[config.mk]
export PLATFORM = sky130hd
export DESIGN_NAME = parity_group_multicast_router
export DESIGN_NICKNAME = d
export VERILOG_FILES = /design/src/pgmr_pkg.sv /design/src/pgmr_mem.sv /design/src/pgmr_mod.sv /design/src/parity_group_multicast_router.sv
export SDC_FILE = /design/constraint.sdc
export NUM_CORES = 2
export LEC_CHECK = 0
export BUFFER_PORTS_ARGS = -buffer_cell sky130_fd_sc_hd__buf_2
export CAP_MARGIN = 20
export CORE_MARGIN = 4
export CORE_UTILIZATION = 39
export CTS_BUF_LIST = sky130_fd_sc_hd__clkbuf_4
export DETAILED_ROUTE_END_ITERATION = 7
export GPL_ROUTABILITY_DRIVEN = 0
export PLACE_DENSITY = 0.57
export SKIP_LAST_GASP = 1
export SLEW_MARGIN = 0
export SYNTH_ARGS = -nofsm -noshare
export SYNTH_HDL_FRONTEND = slang
export SYNTH_HIERARCHICAL = 1
export SYNTH_SLANG_ARGS = --single-unit
export TNS_END_PERCENT = 50
[constraint.sdc]
create_clock -name clk -period 10.9 [get_ports clk]
set_input_delay 1.635 -clock clk [delete_from_list [all_inputs] [get_ports clk]]
set_output_delay 1.635 -clock clk [all_outputs]
set_load 0.02 [all_outputs]
[src/pgmr_pkg.sv]
`timescale 1ns / 1ps
`default_nettype none
// ----------------------------------------------------------------------------
// pgmr_pkg
// Shared types and constants of the parity group multicast router.
// ----------------------------------------------------------------------------
package pgmr_pkg;

  localparam int unsigned ID_W   = 32;
  localparam int unsigned SEQ_W  = 32;
  localparam int unsigned IP_W   = 32;
  localparam int unsigned PORT_W = 16;
  localparam int unsigned BS_W   = 16;

  localparam logic [BS_W-1:0] BLOCK_SIZE_RESET = BS_W'(1);

  localparam logic RESULT_REPORT  = 1'b0;
  localparam logic RESULT_FORWARD = 1'b1;

  // One member table entry
  typedef struct packed {
    logic [ID_W-1:0]   id;
    logic [IP_W-1:0]   ip;
    logic [PORT_W-1:0] port;
    logic [SEQ_W-1:0]  last_seq;
  } pgmr_entry_t;

  typedef enum logic [2:0] {
    ST_IDLE,
    ST_SCAN,
    ST_WAIT,
    ST_UPDATE,
    ST_DECIDE,
    ST_FAN,
    ST_FLUSH
  } pgmr_state_t;

endpackage : pgmr_pkg
`default_nettype wire

[src/pgmr_mem.sv]
`timescale 1ns / 1ps
`default_nettype none
// ----------------------------------------------------------------------------
// pgmr_mem
// Member table memory: one write port, one read port, registered read data.
// ----------------------------------------------------------------------------
module pgmr_mem
  import pgmr_pkg::*;
#(
  parameter int unsigned DEPTH = 16,
  parameter int unsigned AW    = 4
) (
  input  wire logic          clk,
  input  wire logic          we,
  input  wire logic [AW-1:0] waddr,
  input  wire pgmr_entry_t   wdata,
  input  wire logic [AW-1:0] raddr,
  output pgmr_entry_t        rdata
);

  pgmr_entry_t mem_r [DEPTH];

  // Write port
  always_ff @(posedge clk) begin
    if (we) begin
      mem_r[waddr] <= wdata;
    end
  end

  // Read port, registered read data
  always_ff @(posedge clk) begin
    rdata <= mem_r[raddr];
  end

endmodule : pgmr_mem
`default_nettype wire

[src/pgmr_mod.sv]
`timescale 1ns / 1ps
`default_nettype none
// ----------------------------------------------------------------------------
// pgmr_mod
// Restoring remainder unit: one dividend bit per cycle.
// ----------------------------------------------------------------------------
module pgmr_mod
  import pgmr_pkg::*;
(
  input  wire logic             clk,
  input  wire logic             rst_n,
  input  wire logic             start,
  input  wire logic [SEQ_W-1:0] dividend,
  input  wire logic [BS_W-1:0]  divisor,
  output logic                  done,
  output logic                  rem_nz
);

  localparam int unsigned CNT_W = $clog2(SEQ_W + 1);

  logic [SEQ_W-1:0] dvd_r;
  logic [BS_W-1:0]  div_r;
  logic [BS_W-1:0]  rem_r;
  logic [CNT_W-1:0] cnt_r;
  logic             run_r;
  logic             done_r;
  logic [BS_W:0]    trial;
  logic [BS_W:0]    diff;

  // Shift in next dividend bit and try subtract
  always_comb begin
    trial = {rem_r, dvd_r[SEQ_W-1]};
    diff  = trial - {1'b0, div_r};
  end

  always_ff @(posedge clk) begin
    if (!rst_n) begin
      run_r  <= 1'b0;
      done_r <= 1'b0;
      cnt_r  <= '0;
    end else if (start) begin
      run_r  <= 1'b1;
      done_r <= 1'b0;
      cnt_r  <= '0;
      dvd_r  <= dividend;
      div_r  <= divisor;
      rem_r  <= '0;
    end else if (run_r) begin
      dvd_r <= {dvd_r[SEQ_W-2:0], 1'b0};
      if (trial >= {1'b0, div_r}) begin
        rem_r <= diff[BS_W-1:0];
      end else begin
        rem_r <= trial[BS_W-1:0];
      end
      cnt_r <= cnt_r + CNT_W'(1);
      if (cnt_r == CNT_W'(SEQ_W - 1)) begin
        run_r  <= 1'b0;
        done_r <= 1'b1;
      end
    end
  end

  assign done   = done_r;
  assign rem_nz = (rem_r != '0);

endmodule : pgmr_mod
`default_nettype wire

[src/parity_group_multicast_router.sv]
`timescale 1ns / 1ps
`default_nettype none
// ----------------------------------------------------------------------------
// parity_group_multicast_router
// Member table router: joins senders, checks sequence, fans out to the
// opposite parity group.
// ----------------------------------------------------------------------------
// One header is taken while busy is low. The remainder unit does the block
// size check while the member table is scanned one entry a cycle through its
// single read port; once both are done, the update step writes the table,
// the decide step reports or arms the fan-out, and a second pass over the
// table emits the forward transactions. Results appear on out_valid for
// exactly one cycle each and cannot be held off; out_last marks the final
// one of a header. The configuration channel is always ready; write it only
// while idle.
module parity_group_multicast_router
  import pgmr_pkg::*;
#(
  parameter int unsigned MAX_MEMBERS = 16
) (
  input  wire logic              clk,
  input  wire logic              rst_n,
  input  wire logic              start,
  output logic                   busy,
  input  wire logic [ID_W-1:0]   in_sender_id,
  input  wire logic [SEQ_W-1:0]  in_sequence_req,
  input  wire logic [IP_W-1:0]   in_source_ip,
  input  wire logic [PORT_W-1:0] in_source_port,
  output logic                   out_valid,
  output logic                   out_result_kind,
  output logic [IP_W-1:0]        out_dest_ip,
  output logic [PORT_W-1:0]      out_dest_port,
  output logic [ID_W-1:0]        out_echo_id,
  output logic [SEQ_W-1:0]       out_echo_sequence,
  output logic                   out_misaligned,
  output logic                   out_gap_seen,
  output logic [SEQ_W-1:0]       out_missing_sequence,
  output logic                   out_table_full,
  output logic                   out_last,
  input  wire logic              cfg_valid,
  output logic                   cfg_ready,
  input  wire logic [BS_W-1:0]   cfg_block_size
);

  localparam int unsigned AW    = (MAX_MEMBERS > 1) ? $clog2(MAX_MEMBERS) : 1;
  localparam int unsigned CNT_W = AW + 1;
  localparam int unsigned GC_W  = $clog2(MAX_MEMBERS + 1);
  localparam logic [CNT_W-1:0] LAST_CNT = CNT_W'(MAX_MEMBERS);

  pgmr_state_t state_r, state_nxt;

  logic [BS_W-1:0]        bs_r;
  logic [MAX_MEMBERS-1:0] slot_valid_r;
  logic [GC_W-1:0]        even_cnt_r, odd_cnt_r;
  logic [CNT_W-1:0]       cnt_r;
  logic                   rd_vld_r;
  logic [AW-1:0]          rd_idx_r;

  logic [ID_W-1:0]   id_r;
  logic [SEQ_W-1:0]  seq_r;
  logic [IP_W-1:0]   ip_r;
  logic [PORT_W-1:0] port_r;
  logic [SEQ_W-1:0]  miss_r;
  logic              mis_r, gap_r, full_r;

  logic              found_r, free_vld_r;
  logic [AW-1:0]     found_idx_r, free_idx_r;
  pgmr_entry_t       found_ent_r;

  logic              pend_r;
  logic [IP_W-1:0]   pend_ip_r;
  logic [PORT_W-1:0] pend_port_r;

  logic              out_valid_r, out_kind_r, out_last_r;
  logic [IP_W-1:0]   out_ip_r;
  logic [PORT_W-1:0] out_port_r;

  logic        accept, issue, cmp_hit, fan_hit, both_groups, parity;
  logic        mem_we, mod_done, mod_rem_nz;
  logic [AW-1:0] mem_waddr;
  pgmr_entry_t mem_wdata, mem_rdata;

  assign accept      = start && (state_r == ST_IDLE);
  assign parity      = id_r[0];
  assign both_groups = (even_cnt_r != '0) && (odd_cnt_r != '0);
  assign issue       = ((state_r == ST_SCAN) || (state_r == ST_FAN)) && (cnt_r < LAST_CNT);
  assign cmp_hit     = rd_vld_r && slot_valid_r[rd_idx_r] && (mem_rdata.id == id_r);
  assign fan_hit     = rd_vld_r && slot_valid_r[rd_idx_r] && (mem_rdata.id[0] != parity);

  // Next state
  always_comb begin
    state_nxt = state_r;
    unique case (state_r)
      ST_IDLE:   if (start) state_nxt = ST_SCAN;
      ST_SCAN:   if (cnt_r == LAST_CNT) state_nxt = ST_WAIT;
      ST_WAIT:   if (mod_done) state_nxt = ST_UPDATE;
      ST_UPDATE: state_nxt = ST_DECIDE;
      ST_DECIDE: state_nxt = both_groups ? ST_FAN : ST_IDLE;
      ST_FAN:    if (cnt_r == LAST_CNT) state_nxt = ST_FLUSH;
      ST_FLUSH:  state_nxt = ST_IDLE;
      default:   state_nxt = ST_IDLE;
    endcase
  end

  // Table write for the update step
  always_comb begin
    mem_we    = (state_r == ST_UPDATE) && (found_r || !parity || free_vld_r);
    mem_waddr = free_idx_r;
    mem_wdata = '{id: id_r, ip: ip_r, port: port_r, last_seq: seq_r};
    if (found_r) begin
      mem_waddr          = found_idx_r;
      mem_wdata          = found_ent_r;
      mem_wdata.last_seq = seq_r;
    end else if (!parity) begin
      mem_waddr = '0;
    end
  end

  pgmr_mem #(
    .DEPTH (MAX_MEMBERS),
    .AW    (AW)
  ) u_mem (
    .clk   (clk),
    .we    (mem_we),
    .waddr (mem_waddr),
    .wdata (mem_wdata),
    .raddr (cnt_r[AW-1:0]),
    .rdata (mem_rdata)
  );

  pgmr_mod u_mod (
    .clk      (clk),
    .rst_n    (rst_n),
    .start    (accept),
    .dividend (in_sequence_req),
    .divisor  (bs_r),
    .done     (mod_done),
    .rem_nz   (mod_rem_nz)
  );

  // Control and datapath registers
  always_ff @(posedge clk) begin
    if (!rst_n) begin
      state_r      <= ST_IDLE;
      bs_r         <= BLOCK_SIZE_RESET;
      slot_valid_r <= '0;
      even_cnt_r   <= '0;
      odd_cnt_r    <= '0;
      cnt_r        <= '0;
      rd_vld_r     <= 1'b0;
      out_valid_r  <= 1'b0;
      pend_r       <= 1'b0;
    end else begin
      state_r     <= state_nxt;
      out_valid_r <= 1'b0;
      rd_vld_r    <= issue;
      rd_idx_r    <= cnt_r[AW-1:0];
      if (issue) cnt_r <= cnt_r + CNT_W'(1);

      if (cfg_valid) bs_r <= cfg_block_size;

      // Latch header, start scan
      if (accept) begin
        id_r       <= in_sender_id;
        seq_r      <= in_sequence_req;
        ip_r       <= in_source_ip;
        port_r     <= in_source_port;
        miss_r     <= in_sequence_req - {{(SEQ_W-BS_W){1'b0}}, bs_r};
        gap_r      <= 1'b0;
        full_r     <= 1'b0;
        found_r    <= 1'b0;
        free_vld_r <= 1'b0;
        cnt_r      <= '0;
      end

      // Look for the sender and the lowest free slot
      if (state_r == ST_SCAN && rd_vld_r) begin
        if (!found_r && cmp_hit) begin
          found_r     <= 1'b1;
          found_idx_r <= rd_idx_r;
          found_ent_r <= mem_rdata;
        end
        if (!free_vld_r && !slot_valid_r[rd_idx_r]) begin
          free_vld_r <= 1'b1;
          free_idx_r <= rd_idx_r;
        end
      end

      // Take the alignment check
      if (state_r == ST_WAIT && mod_done) begin
        mis_r <= (bs_r == '0) ? (seq_r != '0) : mod_rem_nz;
      end

      // Update membership
      if (state_r == ST_UPDATE) begin
        if (found_r) begin
          gap_r <= (found_ent_r.last_seq != miss_r);
        end else if (!parity) begin
          slot_valid_r    <= '0;
          slot_valid_r[0] <= 1'b1;
          even_cnt_r      <= GC_W'(1);
          odd_cnt_r       <= '0;
        end else if (free_vld_r) begin
          slot_valid_r[free_idx_r] <= 1'b1;
          odd_cnt_r                <= odd_cnt_r + GC_W'(1);
        end else begin
          full_r <= 1'b1;
        end
      end

      // Report alone, or arm the fan-out pass
      if (state_r == ST_DECIDE) begin
        cnt_r  <= '0;
        pend_r <= 1'b0;
        if (!both_groups) begin
          out_valid_r <= 1'b1;
          out_kind_r  <= RESULT_REPORT;
          out_ip_r    <= '0;
          out_port_r  <= '0;
          out_last_r  <= 1'b1;
        end
      end

      // Hold one forward back so the final one can be marked
      if (state_r == ST_FAN && fan_hit) begin
        if (pend_r) begin
          out_valid_r <= 1'b1;
          out_kind_r  <= RESULT_FORWARD;
          out_ip_r    <= pend_ip_r;
          out_port_r  <= pend_port_r;
          out_last_r  <= 1'b0;
        end
        pend_r      <= 1'b1;
        pend_ip_r   <= mem_rdata.ip;
        pend_port_r <= mem_rdata.port;
      end

      // Drain the held forward as the final transaction
      if (state_r == ST_FLUSH) begin
        out_valid_r <= 1'b1;
        out_last_r  <= 1'b1;
        out_kind_r  <= pend_r ? RESULT_FORWARD : RESULT_REPORT;
        out_ip_r    <= pend_r ? pend_ip_r : '0;
        out_port_r  <= pend_r ? pend_port_r : '0;
        pend_r      <= 1'b0;
      end
    end
  end

  assign busy                 = (state_r != ST_IDLE);
  assign cfg_ready            = 1'b1;
  assign out_valid            = out_valid_r;
  assign out_result_kind      = out_kind_r;
  assign out_dest_ip          = out_ip_r;
  assign out_dest_port        = out_port_r;
  assign out_echo_id          = id_r;
  assign out_echo_sequence    = seq_r;
  assign out_misaligned       = mis_r;
  assign out_gap_seen         = gap_r;
  assign out_missing_sequence = miss_r;
  assign out_table_full       = full_r;
  assign out_last             = out_last_r;

endmodule : parity_group_multicast_router
`default_nettype wire

# [Yosys cells after proc, flatten, opt, wreduce, memory -nomap -nowiden]
# Memory sizes are Yosys's and may differ from the RTL's. A register that Yosys moved wholly into a read port is not among the register bits.
# Cells that the tools add are included.
[word_totals] memories=1 out_inout_bits=152 wordCells=180 ram_bits=1792 in_bits=132 regBits=492
[mem_list] memory="u_mem.mem_r" words=16 width=112 read_ports=1 rd_clocked_by_memory_dff=1 wr=1 line_no="pgmr_mem.sv:21" source="pgmr_entry_t mem_r [DEPTH];"
[classes] order_cmp=5 reduce_logical=41 n_addsub=5 n_mux=70 eq_ne=16 n_bitwise=4
[op_table] operator="$mux 32" n=8
[op_table] operator="$mux 16" n=10
[op_table] operator="$mux 112" n=1
[op_table] operator="$mux 1" n=39
[op_table] operator="$eq 32x32->1" n=1
[op_table] operator="$ne 32x32->1" n=1
[op_table] operator="$reduce_bool 32->1" n=1
[op_table] operator="$sub 32x16->32" n=1
[op_table] operator="$pmux 3 s6" n=1
[op_table] operator="$ge 17x16->1" n=1
[op_table] operator="$logic_not 16->1" n=1
[op_table] operator="$or 16x16->16" n=1
[op_table] operator="$reduce_bool 16->1" n=1
[op_table] operator="$sub 16x16->16" n=1
[op_table] operator="$mux 3" n=5
[op_table] operator="$logic_and 1x1->1" n=13
[op_table] operator="$reduce_and 3->1" n=4
[op_table] operator="$add 5x1->5 const B" n=2
[op_table] operator="$lt 4x5->1 const B" n=2
[op_table] operator="$mux 5" n=2
[op_table] operator="$reduce_and 2->1" n=5
[op_table] operator="$eq 3x3->1 const B" n=3
[op_table] operator="$mux 4" n=2
[op_table] operator="$add 6x1->6 const B" n=1
[op_table] operator="21 further kinds" n=34

# [Logic depth before layout (Yosys ltp)]
[logic_depth] depth_word=7 mapped_depth=10 ltp_nobuf=10

# [Cells and area by module]
# The synthesis kept the hierarchy.
[modules_own_cells] module="pgmr_mem" area_each_um2=69168.8 instances=1 seq_area_each_um2=56053.8 cells_each=2864
[modules_own_cells] module="parity_group_multicast_router" area_each_um2=17113.9 instances=1 seq_area_each_um2=12121.6 cells_each=1105
[modules_own_cells] module="pgmr_mod" area_each_um2=3872.5 instances=1 seq_area_each_um2=2082.0 cells_each=317

# [Least setup slack after synthesis]
# Ideal clock, no wire load.
[synth_timing] kind="register to register" from="register found_r" to="memory u_mem/mem_r[0][0] in the netlist's numbering, enable pin" path_slack_ns=0.860 synth_period_minus_slack_ns=10.040 t_required_ns=10.180 setup_ns=0.720 t_arrival_ns=9.320 path_buffers=3 stages_incl_launch_ff=7 cell_sequence="edfxtp_1 > clkbuf_1 > buf_1 > clkbuf_1 > a22o_1 > or3b_2 > nor3_1"
[synth_between] word_cells_on_any_way=6 classes_between="mux: 3; reduce/logical: 3"
[synth_lines] element="start, declared" line_no="parity_group_multicast_router.sv:66" source="logic found_r, free_vld_r;"
[synth_lines] element="start signal, assigned" line_no="parity_group_multicast_router.sv:171" source="found_r <= 1'b0;"
[synth_lines] element="start signal, assigned" line_no="parity_group_multicast_router.sv:179" source="found_r <= 1'b1;"
[synth_lines] element="$mux 4" line_no="parity_group_multicast_router.sv:110" source="if (found_r) begin"
[synth_lines] element="net mem_waddr[2]" line_no="parity_group_multicast_router.sv:80" source="logic [AW-1:0] mem_waddr;"
[synth_lines] element="end, declared" line_no="pgmr_mem.sv:21"
# The timed path passes the listed nets, and every way through them passes these cells.

# [Worst setup path in the final report]
[layout_timing] from="register state_r[1]" to="memory u_mem/mem_r[3][91] in the netlist's numbering, enable pin"
[layout_between] elab_chain_cells=4
[layout_rtl] element="start, declared" line_no="parity_group_multicast_router.sv:50" source="pgmr_state_t state_r, state_nxt;"
[layout_rtl] element="start signal, assigned" line_no="parity_group_multicast_router.sv:154" source="state_r <= state_nxt;"
[layout_rtl] element="$eq 3x2->1" line_no="parity_group_multicast_router.sv:107" source="mem_we = (state_r == ST_UPDATE) && (found_r || !parity || free_vld_r);"
[layout_rtl] element="$logic_and 1x1->1" line_no="parity_group_multicast_router.sv:107"
[layout_rtl] element="net mem_we" line_no="parity_group_multicast_router.sv:79" source="logic mem_we, mod_done, mod_rem_nz;"
[layout_rtl] element="$mux 1" line_no="pgmr_mem.sv:25" source="if (we) begin"
[layout_rtl] element="$mux 1 (not written as such)" line_no="pgmr_mem.sv:26" source="mem_r[waddr] <= wdata;"
# The timed path passes the listed nets, and every way through them passes these cells.

==> flow_metrics.env <==
export IMPL_setup_tns_ps=0
export IMPL_cpPeakStageDelay_ps=760
export IMPL_cts_resized=0
export IMPL_cp_data_arrival_time_ps=5460
export IMPL_clkLatencyLatePin_ps=1400
export IMPL_synthCells=4286
export IMPL_clockBufferDepth=4
export IMPL_maxSlewViolCount=0
export IMPL_die_area_um2=238900
export IMPL_path_buf_inv=2
export IMPL_critPathLaunchType="flop"
export IMPL_cap_violations=0
export IMPL_p_leak_nw=33.70
export IMPL_cts_sinks=2396
export IMPL_synth_async_reset_ratio_pct=0
export IMPL_path_class="flop to flop"
export IMPL_tightest_slew_ps=1146
export IMPL_cts_root_buf="clkbuf_4"
export IMPL_grt_overflow_total=0
export IMPL_die_h_um=488.8
export IMPL_netlist_cell_type_count=83
export IMPL_path_max_fanout=35
export IMPL_relSlewSlack_pct=23.63
export IMPL_synth_edf_count=2227
export IMPL_pin_count=284
export IMPL_cts_buffers=640
export IMPL_remaining_drc_errors=0
export IMPL_path_clk_slew_ps=60
export IMPL_rrSetupSlack_ps=6380
export IMPL_drive_gt1_share_pct=36.65
export IMPL_wirelength_um=225100
export IMPL_cp_slowest_cell="buf_4"
export IMPL_crit_required_ps=11840
export IMPL_portBuffers=282
export IMPL_min_period_ps=4520
export IMPL_reg2reg_to="u_mem/mem_r[3][91]"
export IMPL_htreeDepth=6
export IMPL_coreArea_um2=229900
export IMPL_synth_top_area_share_pct=74.18
export IMPL_min_from="u_mem/rdata[8]"
export IMPL_rows=176
export IMPL_grt_pass1_vias=47920
export IMPL_dr_pass1_iters=6
export IMPL_synth_common_cells="edfxtp_1, mux4_2, a22oi_1"
export IMPL_synth_most_common_cell="edfxtp_1"
export IMPL_whs_ps=389.1
export IMPL_yosys_area_top_type="edfxtp_1"
export IMPL_postCtsSetupBuffers=0
export IMPL_grt_max_degree=147
export IMPL_finClkSkew_ps=92.22
export IMPL_yosysSeqAreaShare_pct=77.93
export IMPL_hold_path_class="flop to flop"
export IMPL_synth_mux_area_share_pct=12.93
export IMPL_fin_crit_sh_pct=41.47
export IMPL_syn_to_final_growth_pct=14.55
export IMPL_start_util_pct=39.21
export IMPL_final_antenna_net_count=0
export IMPL_synth_fa_ha_area_share_pct=0.5579
export IMPL_startpoint="state_r[1]"
export IMPL_wl_per_cell_um=26.23
export IMPL_synth_nets=4457
export IMPL_yosys_area_share_simple_pct=2.239
export IMPL_hold_violations=0
export IMPL_synth_xor_area_share_pct=1.020
export IMPL_syn_avg_cell_area_um2=21.03
export IMPL_grt_pass1_wl_um=324700
export IMPL_netlist_area_um2=90160
export IMPL_status="finished clean"
export IMPL_synth_flop_cell="edfxtp_1"
export IMPL_cts_hold_buf=0
export IMPL_rsz0062_at_grt="no"
export IMPL_crit_chain="nand3b_1 > a21oi_1 > or3b_2 > nor2_4 > buf_4 > buf_4"
export IMPL_hpwl_um=114800
export IMPL_die_w_um=488.8
export IMPL_vias=46070
export IMPL_r2r_cells=6
export IMPL_r2r_start="state_r[1]"
export IMPL_fmax_mhz=221.3
export IMPL_postSynthRegisterBits=2396
export IMPL_synth_compound_area_share_pct=3.671
export IMPL_ir_drop_mv=0.1116
export IMPL_hold_end="found_ent_r[8]"
export IMPL_yosys_warnings=6
export IMPL_grt_antenna_before_repair=7
export IMPL_holdPathStages=0
export IMPL_cts_tree="done"
export IMPL_p_per_area_nw_per_um2=188.3
export IMPL_yosys_top_cells_area="edfxtp_1, mux4_2, dfxtp_1"
export IMPL_synth_top_family_by_area="multiplexers"
export IMPL_fin_nets=5228
export IMPL_crit_path_frequent_cell="buf_4"
export IMPL_drtIter0Drc=3756
export IMPL_cp_top_family="simple AND/OR/NAND/NOR gates"
export IMPL_grt_usage_pct=18.67
export IMPL_setup_violations=0
export IMPL_viasPerCell=5.369
export IMPL_endpoint_kind="flop"
==> cells by family after synthesis <==
| group | count (synthesis) |
|---|---|
| AND/OR/NAND/NOR | 422 |
| AO/OA/AOI/OAI | 450 |
| adder cells (fa/ha/maj) | 39 |
| multiplexers | 585 |
| XOR/XNOR | 105 |
| flip-flops | 2396 |
| buffers and inverters | 288 |
| other | 1 |
==> per-stage QoR <==
stage | power [mW] | cell area, µm² | setup slack [ps] | std cells | util, %
2_1_floorplan | 11.38 | 90160 | 860.0 | 4286 | -
3_3_place_gp | 11.71 | 94950 | 6057 | 7439 | 41.30
3_5_place_dp | 11.73 | 94980 | 5987 | 7440 | 41.31
4_1_cts | 19.75 | 103200 | 6427 | 8570 | 44.90
5_1_grt | 20.38 | 103300 | 6251 | 8581 | 44.92
6_report | 19.45 | 103300 | 6380 | 8581 | 44.92
==> worst register-to-register path, stage by stage (launching register included) <==
cell and delay [ps]:
dfxtp_1 650, nand3b_1 280, a21oi_1 440, or3b_2 620
nor2_4 680, buf_4 590, buf_4 810
==> flip-flops by register name, indices dropped and copies added, names as in the netlist, 32 cells and up <==
signal / count
u_mem/mem_r: 1792
found_ent_r: 112
pend_ip_r: 32
out_echo_sequence: 32
u_mem/rdata: 112
out_echo_id: 32
ip_r: 32
out_dest_ip: 32
out_missing_sequence: 32
u_mod/dvd_r: 32
==> layer usage <==
metal / wire length, µm / track usage, %
met1: 97830 / 25.61
met2: 108400 / 29.80
met3: 13600 / 4.232
met4: 5269 / 5.939
met5: 13 / 0
==> power breakdown <==
part           internal (mW)  switching, mW
sequential              10.3          0.149
combinational          0.476          0.638
clock                   4.35           3.59
==> worst max path at each step <==
stage / endpoint / slack [ps] / depth (start not counted)
floorplan: u_mem/mem_r[0][0] / 860 / 6
global placement: port_r[5] / 6060 / 6
detailed placement: port_r[7] / 5990 / 6
CTS: u_mem/mem_r[3][91] / 6430 / 6
global route: u_mem/mem_r[3][91] / 6250 / 6
finish: u_mem/mem_r[3][91] / 6380 / 6
==> layout by cell type (no fill, tap or decap), types with 11 or more instances in the layout <==
cell type     n
mux2_2      111
buf_4        66
clkinv_2     12
nand3_1      23
ha_1         37
nor2_1       83
xnor2_1      21
nand2_1     155
a21oi_1      64
a22o_1       52
o21ai_0      23
mux2i_1      22
clkinv_1     74
nor2_4       15
buf_2       281
nor3_1       20
dfxtp_1     167
a22oi_1     226
mux4_2      450
inv_2        21
xor2_1       84
nor4_1       38
nand4_1      17
edfxtp_1   2227
clkbuf_4   1017
inv_1        54
buf_12       11
==> layout make-up <==
class / count / area [µm²]
fill: 19920 / 126600
sequential: 2396 / 70260
multi-input combinational: 1602 / 18560
clock buffer: 1017 / 7635
tap: 3026 / 3786
timing repair buffer: 360 / 2177
clock inverter: 113 / 610.6
inverter: 57 / 214.0
antenna: 10 / 25.02
Note: power is estimated with default switching activity, not from simulation.
